<file path="config.mk">
export PLATFORM = sky130hd
export DESIGN_NAME = circular_deque
export DESIGN_NICKNAME = d
export VERILOG_FILES = /design/src/rtl/core/cdq_pkg.sv /design/src/rtl/core/circular_deque.sv /design/src/rtl/core/cdq_ctrl.sv /design/src/rtl/core/cdq_dp.sv
export SDC_FILE = /design/constraint.sdc
export NUM_CORES = 1
export LEC_CHECK = 0
export BUFFER_PORTS_ARGS = -buffer_cell sky130_fd_sc_hd__buf_2
export CAP_MARGIN = 40
export CORE_ASPECT_RATIO = 0.6
export CORE_UTILIZATION = 41
export DETAILED_ROUTE_END_ITERATION = 8
export GPL_ROUTABILITY_DRIVEN = 0
export REMOVE_ABC_BUFFERS = 1
export SYNTH_ARGS = -nofsm -noshare
export SYNTH_HDL_FRONTEND = slang
export SYNTH_SLANG_ARGS = --single-unit
</file>
<file path="constraint.sdc">
create_clock -name clk -period 6.9 [get_ports clk]
set_input_delay 0.345 -clock clk [delete_from_list [all_inputs] [get_ports clk]]
set_output_delay 0.345 -clock clk [all_outputs]
set_load 0.02 [all_outputs]
</file>
<file path="src/rtl/core/cdq_pkg.sv">
// Shared types and codes for the circular deque
package cdq_pkg;

  localparam int DataW  = 32;
  localparam int CmdW   = 2;
  localparam int StatW  = 2;
  localparam int MDataW = 40;  // data_out, is_empty, is_full, zero fill

  localparam logic [CmdW-1:0] CMD_PUSH_BACK  = 2'd0;
  localparam logic [CmdW-1:0] CMD_PUSH_FRONT = 2'd1;
  localparam logic [CmdW-1:0] CMD_POP_FRONT  = 2'd2;
  localparam logic [CmdW-1:0] CMD_POP_BACK   = 2'd3;

  localparam logic [StatW-1:0] ST_OK        = 2'd0;
  localparam logic [StatW-1:0] ST_OVERFLOW  = 2'd1;
  localparam logic [StatW-1:0] ST_UNDERFLOW = 2'd2;

  // controller to datapath
  typedef struct packed {
    logic load;  // capture the input beat
    logic exec;  // apply the command to store and pointers
    logic emit;  // move the result into the output register
  } ctl_t;

  // datapath to controller
  typedef struct packed {
    logic out_free;  // output register can take a result this cycle
  } sts_t;

endpackage

</file>
<file path="src/rtl/core/circular_deque.sv">
// Top level of the circular deque
//
// Input stream (s_*): one beat is one command. s_tuser carries the command
// (push back, push front, pop front, pop back), s_tdata the value to push,
// ignored on pops. Output stream (m_*): one beat per command. m_tuser is the
// status (ok, overflow, underflow); m_tdata holds the popped value (zero on
// pushes and failed pops) with the empty and full flags after the command.
//
// Timing: a command accepted at one edge is applied to the store in the next
// cycle and its result is loaded into the output register once that register
// is free. The sequencer handles one command at a time, through capture,
// store access (single port memory, registered read) and result load.
// A failed push or pop changes no state.
//
// Reset clears pointers, occupancy and the output valid; store contents are
// left as they were and never reach the output before being written.
// While m_tready is low the result is held; the next command is still taken
// and applied, then waits until the output register frees.
module circular_deque
  import cdq_pkg::*;
#(
  parameter int DEPTH = 8
) (
  input  logic                    clk,
  input  logic                    rst,
  input  logic                    s_tvalid,
  output logic                    s_tready,
  input  logic signed [DataW-1:0] s_tdata,   // [31:0] data_in
  input  logic [CmdW-1:0]         s_tuser,   // [1:0] cmd
  output logic                    m_tvalid,
  input  logic                    m_tready,
  output logic [MDataW-1:0]       m_tdata,   // [31:0] data_out, [32] is_empty,
                                             // [33] is_full, [39:34] zero
  output logic [StatW-1:0]        m_tuser    // [1:0] status
);

  ctl_t ctl;
  sts_t sts;

  cdq_ctrl u_ctrl (
    .clk      (clk),
    .rst      (rst),
    .s_tvalid (s_tvalid),
    .s_tready (s_tready),
    .sts      (sts),
    .ctl      (ctl)
  );

  cdq_dp #(
    .DEPTH (DEPTH)
  ) u_dp (
    .clk      (clk),
    .rst      (rst),
    .ctl      (ctl),
    .sts      (sts),
    .s_tdata  (s_tdata),
    .s_tuser  (s_tuser),
    .m_tvalid (m_tvalid),
    .m_tready (m_tready),
    .m_tdata  (m_tdata),
    .m_tuser  (m_tuser)
  );

endmodule

</file>
<file path="src/rtl/core/cdq_ctrl.sv">
// Command sequencer for the circular deque
module cdq_ctrl
  import cdq_pkg::*;
(
  input  logic clk,
  input  logic rst,
  input  logic s_tvalid,
  output logic s_tready,
  input  sts_t sts,
  output ctl_t ctl
);

  localparam logic [1:0] S_IDLE = 2'd0;
  localparam logic [1:0] S_EXEC = 2'd1;
  localparam logic [1:0] S_DONE = 2'd2;

  logic [1:0] state;
  logic [1:0] state_next;

  always_comb begin
    state_next = state;
    case (state)
      S_IDLE: begin
        if (s_tvalid) state_next = S_EXEC;
      end
      S_EXEC: begin
        state_next = S_DONE;
      end
      S_DONE: begin
        if (sts.out_free) state_next = S_IDLE;
      end
      default: begin
        state_next = S_IDLE;
      end
    endcase
  end

  always_ff @(posedge clk) begin
    if (rst) begin
      state <= S_IDLE;
    end else begin
      state <= state_next;
    end
  end

  assign s_tready = (state == S_IDLE);
  assign ctl.load = (state == S_IDLE) && s_tvalid;
  assign ctl.exec = (state == S_EXEC);
  assign ctl.emit = (state == S_DONE) && sts.out_free;

endmodule

</file>
<file path="src/rtl/core/cdq_dp.sv">
// Store, pointers, occupancy and output register of the circular deque
module cdq_dp
  import cdq_pkg::*;
#(
  parameter int DEPTH = 8
) (
  input  logic                    clk,
  input  logic                    rst,
  input  ctl_t                    ctl,
  output sts_t                    sts,
  input  logic signed [DataW-1:0] s_tdata,
  input  logic [CmdW-1:0]         s_tuser,
  output logic                    m_tvalid,
  input  logic                    m_tready,
  output logic [MDataW-1:0]       m_tdata,
  output logic [StatW-1:0]        m_tuser
);

  localparam int AW = (DEPTH > 1) ? $clog2(DEPTH) : 1;
  localparam int CW = $clog2(DEPTH + 1);

  logic signed [DataW-1:0] mem [DEPTH];

  logic [CmdW-1:0]         cmd_q;
  logic signed [DataW-1:0] data_q;
  logic [AW-1:0]           head;
  logic [AW-1:0]           tail;
  logic [CW-1:0]           count;
  logic signed [DataW-1:0] rd_data;
  logic [StatW-1:0]        status_q;
  logic                    pop_q;

  logic [AW-1:0] head_inc, head_dec, tail_inc, tail_dec, addr;
  logic          is_push, full, empty, push_ok, pop_ok;
  logic signed [DataW-1:0] out_word;

  assign head_inc = (head == AW'(DEPTH - 1)) ? '0 : head + AW'(1);
  assign head_dec = (head == '0) ? AW'(DEPTH - 1) : head - AW'(1);
  assign tail_inc = (tail == AW'(DEPTH - 1)) ? '0 : tail + AW'(1);
  assign tail_dec = (tail == '0) ? AW'(DEPTH - 1) : tail - AW'(1);

  assign is_push = (cmd_q == CMD_PUSH_BACK) || (cmd_q == CMD_PUSH_FRONT);
  assign full    = (count == CW'(DEPTH));
  assign empty   = (count == '0);
  assign push_ok = is_push && !full;
  assign pop_ok  = !is_push && !empty;

  always_comb begin
    case (cmd_q)
      CMD_PUSH_BACK:  addr = tail;
      CMD_PUSH_FRONT: addr = head_dec;
      CMD_POP_FRONT:  addr = head;
      CMD_POP_BACK:   addr = tail_dec;
      default:        addr = tail;
    endcase
  end

  // single port store, read data registered
  always_ff @(posedge clk) begin
    if (ctl.exec) begin
      if (push_ok) mem[addr] <= data_q;
      rd_data <= mem[addr];
    end
  end

  always_ff @(posedge clk) begin
    if (ctl.load) begin
      cmd_q  <= s_tuser;
      data_q <= s_tdata;
    end
    if (ctl.exec) begin
      pop_q <= pop_ok;
      if (is_push) status_q <= full ? ST_OVERFLOW : ST_OK;
      else         status_q <= empty ? ST_UNDERFLOW : ST_OK;
    end
  end

  always_ff @(posedge clk) begin
    if (rst) begin
      head  <= '0;
      tail  <= '0;
      count <= '0;
    end else if (ctl.exec) begin
      case (cmd_q)
        CMD_PUSH_BACK:  if (push_ok) tail <= tail_inc;
        CMD_PUSH_FRONT: if (push_ok) head <= head_dec;
        CMD_POP_FRONT:  if (pop_ok)  head <= head_inc;
        CMD_POP_BACK:   if (pop_ok)  tail <= tail_dec;
        default: ;
      endcase
      if (push_ok)     count <= count + CW'(1);
      else if (pop_ok) count <= count - CW'(1);
    end
  end

  assign out_word = pop_q ? rd_data : '0;

  always_ff @(posedge clk) begin
    if (rst) begin
      m_tvalid <= 1'b0;
    end else if (ctl.emit) begin
      m_tvalid <= 1'b1;
    end else if (m_tready) begin
      m_tvalid <= 1'b0;
    end
  end

  // flags reflect the count already updated by the exec cycle
  always_ff @(posedge clk) begin
    if (ctl.emit) begin
      m_tuser <= status_q;
      m_tdata <= {6'b0, full, empty, out_word};
    end
  end

  assign sts.out_free = !m_tvalid || m_tready;

endmodule

</file>
==> results of run 1 <==
-- per-stage QoR --
stage               utilization  hold WS [ps]  cell area (sq um)  cells
finish                    0.487          32.9              17200   1549
global route              0.487          31.3              17200   1548
CTS                       0.487          27.9              17200   1548
detailed placement        0.447           422              15800   1456
global placement          0.445           412              15700   1453
floorplan                     -           400              14500    890
-- logic make-up (layout without fill, tap and decap cells) --
| logic type | Yosys count | after routing | synth area share |
|---|---|---|---|
| other cells | 1 | 7 | 0.000252 |
| simple gates | 183 | 183 | 0.0562 |
| compound gates | 261 | 261 | 0.130 |
| fa+ha+maj | 15 | 15 | 0.0131 |
| mux | 33 | 33 | 0.0222 |
| buf+inv | 97 | 206 | 0.0297 |
| xor+xnor | 3 | 3 | 0.00177 |
| flops | 374 | 374 | 0.747 |
-- cell type report --
cell class	count	area (sq um)	share of cell area
diodes	1	2.50	0.000145
inverters	15	56.3	0.00327
repair buffers	132	938	0.0545
flip-flops and latches	374	11100	0.644
clock inverters	14	121	0.00704
well taps	467	584	0.0339
clock buffers	45	966	0.0561
multi-input cells	501	3460	0.201
-- worst paths after layout --
kind,end
hold / removal,u_dp.data_q[30]$_DFFE_PP_
setup reg to reg,u_dp.mem[0][18]$_DFFE_PP_
hold reg to reg,u_dp.m_tuser[1]$_DFFE_PP_
setup / recovery,u_dp.mem[0][18]$_DFFE_PP_
-- Yosys cell counts (all sizes together) --
library cell	n	area share
a2111oi	128	0.079
or3	2	0.00084
and2	33	0.014
a211oi	6	0.0030
or4	1	0.00051
a32o	2	0.0013
clkbuf	61	0.015
nor2	19	0.0048
fa	1	0.0013
nor4	1	0.00042
ha	14	0.012
nand3	3	0.0010
o21ai	9	0.0033
nor4b	1	0.0010
buf	21	0.011
xnor2	1	0.00059
a32oi	2	0.0022
dfxtp	13	0.018
o2111ai	2	0.0012
a221o	2	0.0013
and2b	1	0.00051
inv	15	0.0038
o22ai	1	0.00042
nand2b	5	0.0021
o21a	2	0.0010
nor2b	8	0.0034
o211a	1	0.00067
o21ba	1	0.00067
a211o	1	0.00059
xor2	2	0.0012
a21o	2	0.0010
nand2	106	0.027
a21oi	101	0.034
conb	1	0.00025
nor3	3	0.0010
o31ai	1	0.00051
edfxtp	361	0.73
mux2i	33	0.022
-- state kept, by name (all words and copies together), names as in the netlist --
register and cells:
u_dp.cmd_q 2, u_ctrl.state 2, u_dp.count 4, u_dp.rd_data 32, u_dp.mem 256, u_dp.head 3
u_dp.status_q 2, u_dp.pop_q 1, u_dp.tail 3, u_dp.data_q 32, u_dp.m_tdata 34, u_dp.m_tuser 2
u_dp.m_tvalid 1
-- power groups by stage --
stage	registers, mW	logic [mW]	clock network [mW]
floorplan	2.65	0.256	0
global route	2.61	0.485	1.99
global placement	2.65	0.414	0
finish	2.61	0.444	1.88
CTS	2.61	0.444	1.92
detailed placement	2.66	0.428	0
-- routing by layer --
| layer | global-route usage | vias up |
|---|---|---|
| met3 | 0.0360 | 43 |
| met5 | 0 | - |
| met4 | 0.0436 | 0 |
| met1 | 0.289 | 4326 |
| li1 | - | 4011 |
| met2 | 0.272 | 294 |
-- worst max-delay path, cell delays in order (launching register included) --
cell and delay (ps):
sky130_fd_sc_hd__dfxtp_1 420, sky130_fd_sc_hd__inv_1 160, sky130_fd_sc_hd__ha_1 240, sky130_fd_sc_hd__or3_1 370, sky130_fd_sc_hd__nand3_1 190, sky130_fd_sc_hd__a32o_4 810
sky130_fd_sc_hd__nand2_1 310, sky130_fd_sc_hd__nor2_4 390, sky130_fd_sc_hd__buf_4 520
-- what timing repair did --
action / in CTS / in global routing
hold buffers: 33 / 0
setup buffers: 0 / 0
endpoints found under the setup margin: 0 / 0
hold endpoints to repair: 33 / 0
==> results.txt, run 1 <==
- Status: complete, but fails checks
- Violated checks: DRC
* Final Slew Violations: 0
- Compared with the post-synthesis result, the final layout area differs by 15.9%.
- The top cell types in the final layout, fill and taps aside, are sky130_fd_sc_hd__edfxtp_1, sky130_fd_sc_hd__nand2_1, sky130_fd_sc_hd__a21oi_1.
- STA classifies the critical path endpoint as a register.
* Setup WS pre-CTS: approximately 3100 ps
- Clk_lat worst skew: 530 ps
- Overall die area: around 37000 sq um
* Count of yosys warnings during synthesis: 0
- Power density relative to cell area: 286 nW/um^2
- Wire length the detailed router placed on met1: 16600 um
- For this run, the register share of the synthesized area comes to 0.747.
* Syn_area_per_cell: approximately 15 sq um
* Clock buffer depth: 3
* Clock Pin Slew Worst Setup and Hold Paths: approximately 70 ps
- Setup slack closes at between 3000 and 4000 ps.
- The worst register-to-register path has a depth of 8.
- Of the total power, the share spent switching nets is 0.235.
- Counting every instance in the synthesized netlist gives 967.
- The initial antenna violation count came to 0.
- The routed layout has just under 9000 vias.
- Final setup fails: 0
- Wire segments on met3 add up to approximately 2100 um in the final route.
- In the finished design, the share of the clock period the worst path needs comes to 0.554.
- The clock arrives with between 20 and 25 ps of skew.
* Maximum clock rate: between 200 and 300 MHz
- Max-Cap Viols: 0
- STA puts the critical path data required time at approximately 7100 ps.
- The worst path needs 3820 ps of the cycle, external delays included.
- 82 I/O pins were placed.
* Worst Hold Path Cells: 1
* Power after layout: ~4.9 mW
* Post-cts resize count: 0
- The number of clock buffers added by TritonCTS is 35.
- Seq pwr share: 0.529
- Beginning of the worst register-to-register path: u_dp.tail[0]$_SDFFE_PP0P_
- Worst slew margin relative to its limit: 0.424
- Of the cells placed in the final design, the portion with a size suffix greater than 1 is 0.159.
- Summed over all nets, wire length on met2 after detailed routing comes to between 15000 and 20000 um.
- For this configuration, the core starts out at a cell density of 0.421.
- Total clock sinks: about 370
* Setup TNS: 0 ps
- Library cells used by synthesis: 47
- Combinational group share of total power: 0.090
- Largest net degree at the start of global routing: 73
- Kind of path behind the tightest hold check: in -> reg
* Number of global-route vias before repair: between 8000 and 9000
- Worst EP arrival: roughly 4000 ps
- Flip-flop and latch count after synthesis: around 370
* Worst supply voltage drop on vdd: about 0.17 mV
- Highest Signal Layer: met4
* CTS tree: done
- Total of fill cells in the finished design: 3014
* Aggregate global-route resource usage: 0.187
- Using the TritonRoute via totals, the vias-per-cell ratio works out to 5.60.
- Final global-route overflow total: 0
- Count of port buffers added during placement: 75
- The first global-routing pass estimated approximately 52000 um of wire.
- Clock power frac: 0.381
- The floorplan has 53 rows.
* Half-perimeter wire length after detailed placement: around 19000 um
- In this run the number of H-tree levels came out at 2.
* Leakage power of the design: ~5.7 nW
* Post-synthesis instance area: 14900 sq um
- Total core area: 35300 sq um
- Cell internal power was estimated by the tool at between 3 and 4 mW.
- In this run the remaining antenna-violating nets after routing total 0.
* Number of remaining DRC errors: 6
* Switching pwr: 1.16 mW
* Setup slack of the worst register-to-register path: about 3100 ps
- Nets: between 1000 and 1500
* First DRT Iteration DRCs: just over 800
- Crit path from: u_dp.tail[0]$_SDFFE_PP0P_
* CP startpoint kind: register
- Setup repair after global routing missed its margin: false
* Final Routed Wirelength: about 34000 um
- At the pin with the least slew margin, the transition time is around 860 ps.
* Most frequent standard cell in the layout excluding fill and tap cells: sky130_fd_sc_hd__edfxtp_1
- Maximum fanout along the worst path: 68
- Die height: between 100 and 150 um
* Final Hold Viols: 0
* DIE WIDTH: 248 um
- Startpoint of the worst hold path: s_tdata[30]
* Path type of the worst setup path: reg -> reg
* Clock root buffer: sky130_fd_sc_hd__clkbuf_16
- In the final routed layout, each cell accounts on average for around 22 um.
- The first TritonRoute pass finished after 7 iterations.
Note: power is estimated with default switching activity, not from simulation.
==> run 2, diff against run 1 <==
clock period = 3.6 ns   (was 6.9 ns; I/O delays follow)
==> run 2 against run 1 <==
The run still ends with DRC left. Largest cell class unchanged. Final area up 1.7%. Maximum frequency up 13%. Clock skew up 3.0 ps. Sequential share of layout area down 1.1 points. Highest routed layer unchanged. Power up 92%. Largest power group unchanged. Critical path type unchanged. Die area unchanged.
==> results.txt, run 2 (synthesis gave the netlist of run 1 again) <==
- The final worst clock skew was 23.0 ps (+2.98 ps).
- The number of nets with antenna violations after routing came to 0 (unchanged).
* Total core area: 35300 sq um (unchanged)
* Top library cells by usage in the layout, fill and taps aside: sky130_fd_sc_hd__edfxtp_1, sky130_fd_sc_hd__nand2_1, sky130_fd_sc_hd__a21oi_1
- The power density over the cells was 539 nW/um^2 (+89%).
- The flip-flop count of the largest register after layout came to 256 (unchanged).
- Final Hold Viols: 0 (unchanged)
- The data arrival time of the critical path came to 3600 ps (-380 ps).
* Most frequent standard cell in the layout excluding fill and tap cells: sky130_fd_sc_hd__edfxtp_1
- Half-perimeter wire length after detailed placement: 22000 um (+18%)
* Total of fill cells in the finished design: 2970 (-1.5%)
- The number of search-and-repair iterations in the first detailed-routing pass was 9 (+2).
- Final period util: 0.936 (+0.382)
- By startpoint and endpoint, the worst setup path is classified as reg -> reg.
- The detailed-route DRC error count was 3 (-3).
- The sink count of the clock tree came to 374 (unchanged).
- The run finished, with violations left.
* Count of boundary I/O pins: 82 (unchanged)
- The post-placement cell count came to 1492 (+2.5%).
- Starting utilization of the core area: 0.421 (unchanged)
- Compared with the post-synthesis result, the final layout area differs by 18.0%.
* Final Routed Wirelength: 35700 um (+4.1%)
* Worst slew margin relative to its limit: 0.459 (+0.0354)
* Final hold slack: 337 ps (+304 ps)
* Setup slack of the worst register-to-register path: 230 ps (-2850 ps)
* CP Buf/Inv Count: 2 (unchanged)
* Power after layout: 9.46 mW (+92%)
* Worst supply voltage drop on vdd: 0.318 mV (+90%)
* Diodes inserted: 0 (-1)
* Count of port buffers added during placement: 75 (unchanged)
- The worst register-to-register path ends at u_dp.rd_data[31]$_DFFE_PN_.
- Kind of path behind the tightest hold check: in -> reg
- Worst Hold Path Cells: 2 (+1)
- First-pass GRT wire length: 54100 um (+4.7%)
* Seq pwr share: 0.529 (about the same)
- First DRT Iteration DRCs: 827 (+0.85%)
- The pin count of the biggest net entering global routing came to 61 (-16%).
- The post-CTS clock slew at the launch and capture registers of the worst setup and hold paths came to 60 ps (about the same).
- The filler-free cell count of the finished design is 1590 (+2.6%).
* CTS tree: done
- The largest registers in the layout are u_dp.mem (256), u_dp.m_tdata (34).
- Max-Cap Viols: 0 (unchanged)
- Clock buffer depth: 3 (unchanged)
* Overall die area: 37000 sq um (unchanged)
- Crit path capture type: register
- Nets: 1152 (+3.6%)
* Die height: 149 um (unchanged)
- Slowest library cell on the worst path: sky130_fd_sc_hd__a32o_2
- Antenna violations before repair: 0 (unchanged)
* Hold path endpoint: u_dp.data_q[9]$_DFFE_PP_
* Actual slew at the worst max-slew pin: 791 ps (-73.5 ps)
* Final global-route overflow total: 0 (unchanged)
- Setup WS pre-CTS: 263 ps (-2850 ps)
* Register-to-Register Path Depth: 8 (unchanged)
* Least setup slack across all paths after layout: 230 ps (-2850 ps)
- Startpoint of the worst hold path: s_tvalid
* Min Clock Period, post-route: 3370 ps (-450 ps)
* Max H-tree Level: 2 (unchanged)
- The reported net switching power is 2.26 mW (+95%).
* Register ranked first by flip-flop count: u_dp.mem
- The number of global-route vias before repair came to 8836 (+6.7%).
* DIE WIDTH: 248 um (unchanged)
- The overall via count from detail_route came to 9036 (+4.2%).
- Critical path's top delay family: compound AO/OA/AOI/OAI gates
* Setup repair after global routing missed its margin: false
- Routed length per instance: 22.4 um (+1.4%)
- Final setup fails: 0 (unchanged)
- The combinational power share is 0.099 (+0.009).
* Net switching share of the total power: 0.239 (+0.00391)
* Detailed-route vias per instance: 5.68 (+1.5%)
- The leakage power was 5.94 nW (+3.5%).
* Clock buffers created by TritonCTS: 36 (+2.9%)
- Share of layout cells above drive strength 1: 0.186 (+0.0270)
- The worst-skew pair later-pin latency is 530 ps (about the same).
* Maximum fanout along the worst path: 26 (-62%)
* CP startpoint kind: register
* Critical-path cell list: inv_1 > ha_1 > or3_1 > nand3_1 > a32o_2 > buf_4 > a2111oi_0 > a2111oi_0
- The maximum cell stage delay along the critical path was 670 ps (-140 ps).
- The cell sitting at the root of the clock tree is a sky130_fd_sc_hd__clkbuf_16.
* Number of core rows: 53 (unchanged)
* Final Slew Violations: 0 (unchanged)
- Internal power: 7.20 mW (+91%)
* Worst path most repeated cell: sky130_fd_sc_hd__a2111oi_0
- The highest clock frequency the design can meet came to 297 MHz (+13%).
* Violated checks: DRC
- The global routing usage summed across all routing layers was 0.196 (+0.00881).
- The relative contribution of the clock network to total power came to 0.371 (-0.010).
* Beginning of the worst register-to-register path: u_dp.tail[0]$_SDFFE_PP0P_
- The required time at the endpoint of the critical path came to 3830 ps (-3230 ps).
==> run 2: layout make-up <==
class | count | area [sq um] | area share
Sequential cell | 374 | 11100 | 0.633
Multi-Input combinational cell | 501 | 3460 | 0.197
Timing Repair Buffer | 171 | 1270 | 0.0727
Clock buffer | 42 | 945 | 0.0539
Tap cell | 467 | 584 | 0.0333
Clock inverter | 20 | 116 | 0.00664
Inverter | 15 | 56.3 | 0.00321
==> run 2: repair_timing <==
action	CTS	global route
setup buffers	0	0
endpoints found under the setup margin	0	1
gates resized for setup	0	1
hold buffers	36	0
endpoints found under the hold margin	37	0
==> run 2: worst register-to-register path: stages (launching register included) <==
cell and delay (ps):
sky130_fd_sc_hd__dfxtp_1 430, sky130_fd_sc_hd__inv_1 170, sky130_fd_sc_hd__ha_1 240, sky130_fd_sc_hd__or3_1 360, sky130_fd_sc_hd__nand3_1 140, sky130_fd_sc_hd__a32o_2 670
sky130_fd_sc_hd__buf_4 310, sky130_fd_sc_hd__a2111oi_0 130, sky130_fd_sc_hd__a2111oi_0 640
==> run 2: per-layer routing <==
metal	vias up	routed length [um]	GRT usage
met3	46	2360	0.0375
met4	0	625	0.0494
li1	4095	-	-
met2	340	15200	0.279
met5	-	0	0
met1	4555	17500	0.305
==> run 2: how the worst max path moves through the flow <==
stage | to | slack (ps) | cells past startpoint | from
CTS | u_dp.rd_data[31]$_DFFE_PN_ | 240 | 9 | u_dp.cmd_q[0]$_DFFE_PP_
finish | u_dp.rd_data[31]$_DFFE_PN_ | 230 | 8 | u_dp.tail[0]$_SDFFE_PP0P_
global route | u_dp.rd_data[31]$_DFFE_PN_ | 120 | 8 | u_dp.tail[0]$_SDFFE_PP0P_
detailed placement | u_dp.rd_data[31]$_DFFE_PN_ | 260 | 9 | u_dp.cmd_q[0]$_DFFE_PP_
global placement | u_dp.rd_data[31]$_DFFE_PN_ | 310 | 9 | u_dp.cmd_q[0]$_DFFE_PP_
floorplan | u_dp.mem[4][0]$_DFFE_PP_ | -4440 | 7 | u_dp.tail[0]$_SDFFE_PP0P_
==> run 2: power groups by stage <==
stage / Combinational [mW] / Sequential [mW] / Clock (mW)
floorplan: 0.490 / 5.08 / 0
global placement: 0.887 / 5.10 / 0
detailed placement: 0.905 / 5.10 / 0
CTS: 0.936 / 5.01 / 3.56
global route: 1.02 / 5.02 / 3.73
finish: 0.940 / 5.00 / 3.51
==> run 2: through the flow <==
stage,instance area [sq um],utilization,setup TNS (ps)
2_1_floorplan,14500,-,-680930
5_1_grt,17500,0.496,0
6_report,17500,0.496,0
3_5_place_dp,16100,0.456,0
3_3_place_gp,16100,0.455,0
4_1_cts,17500,0.496,0
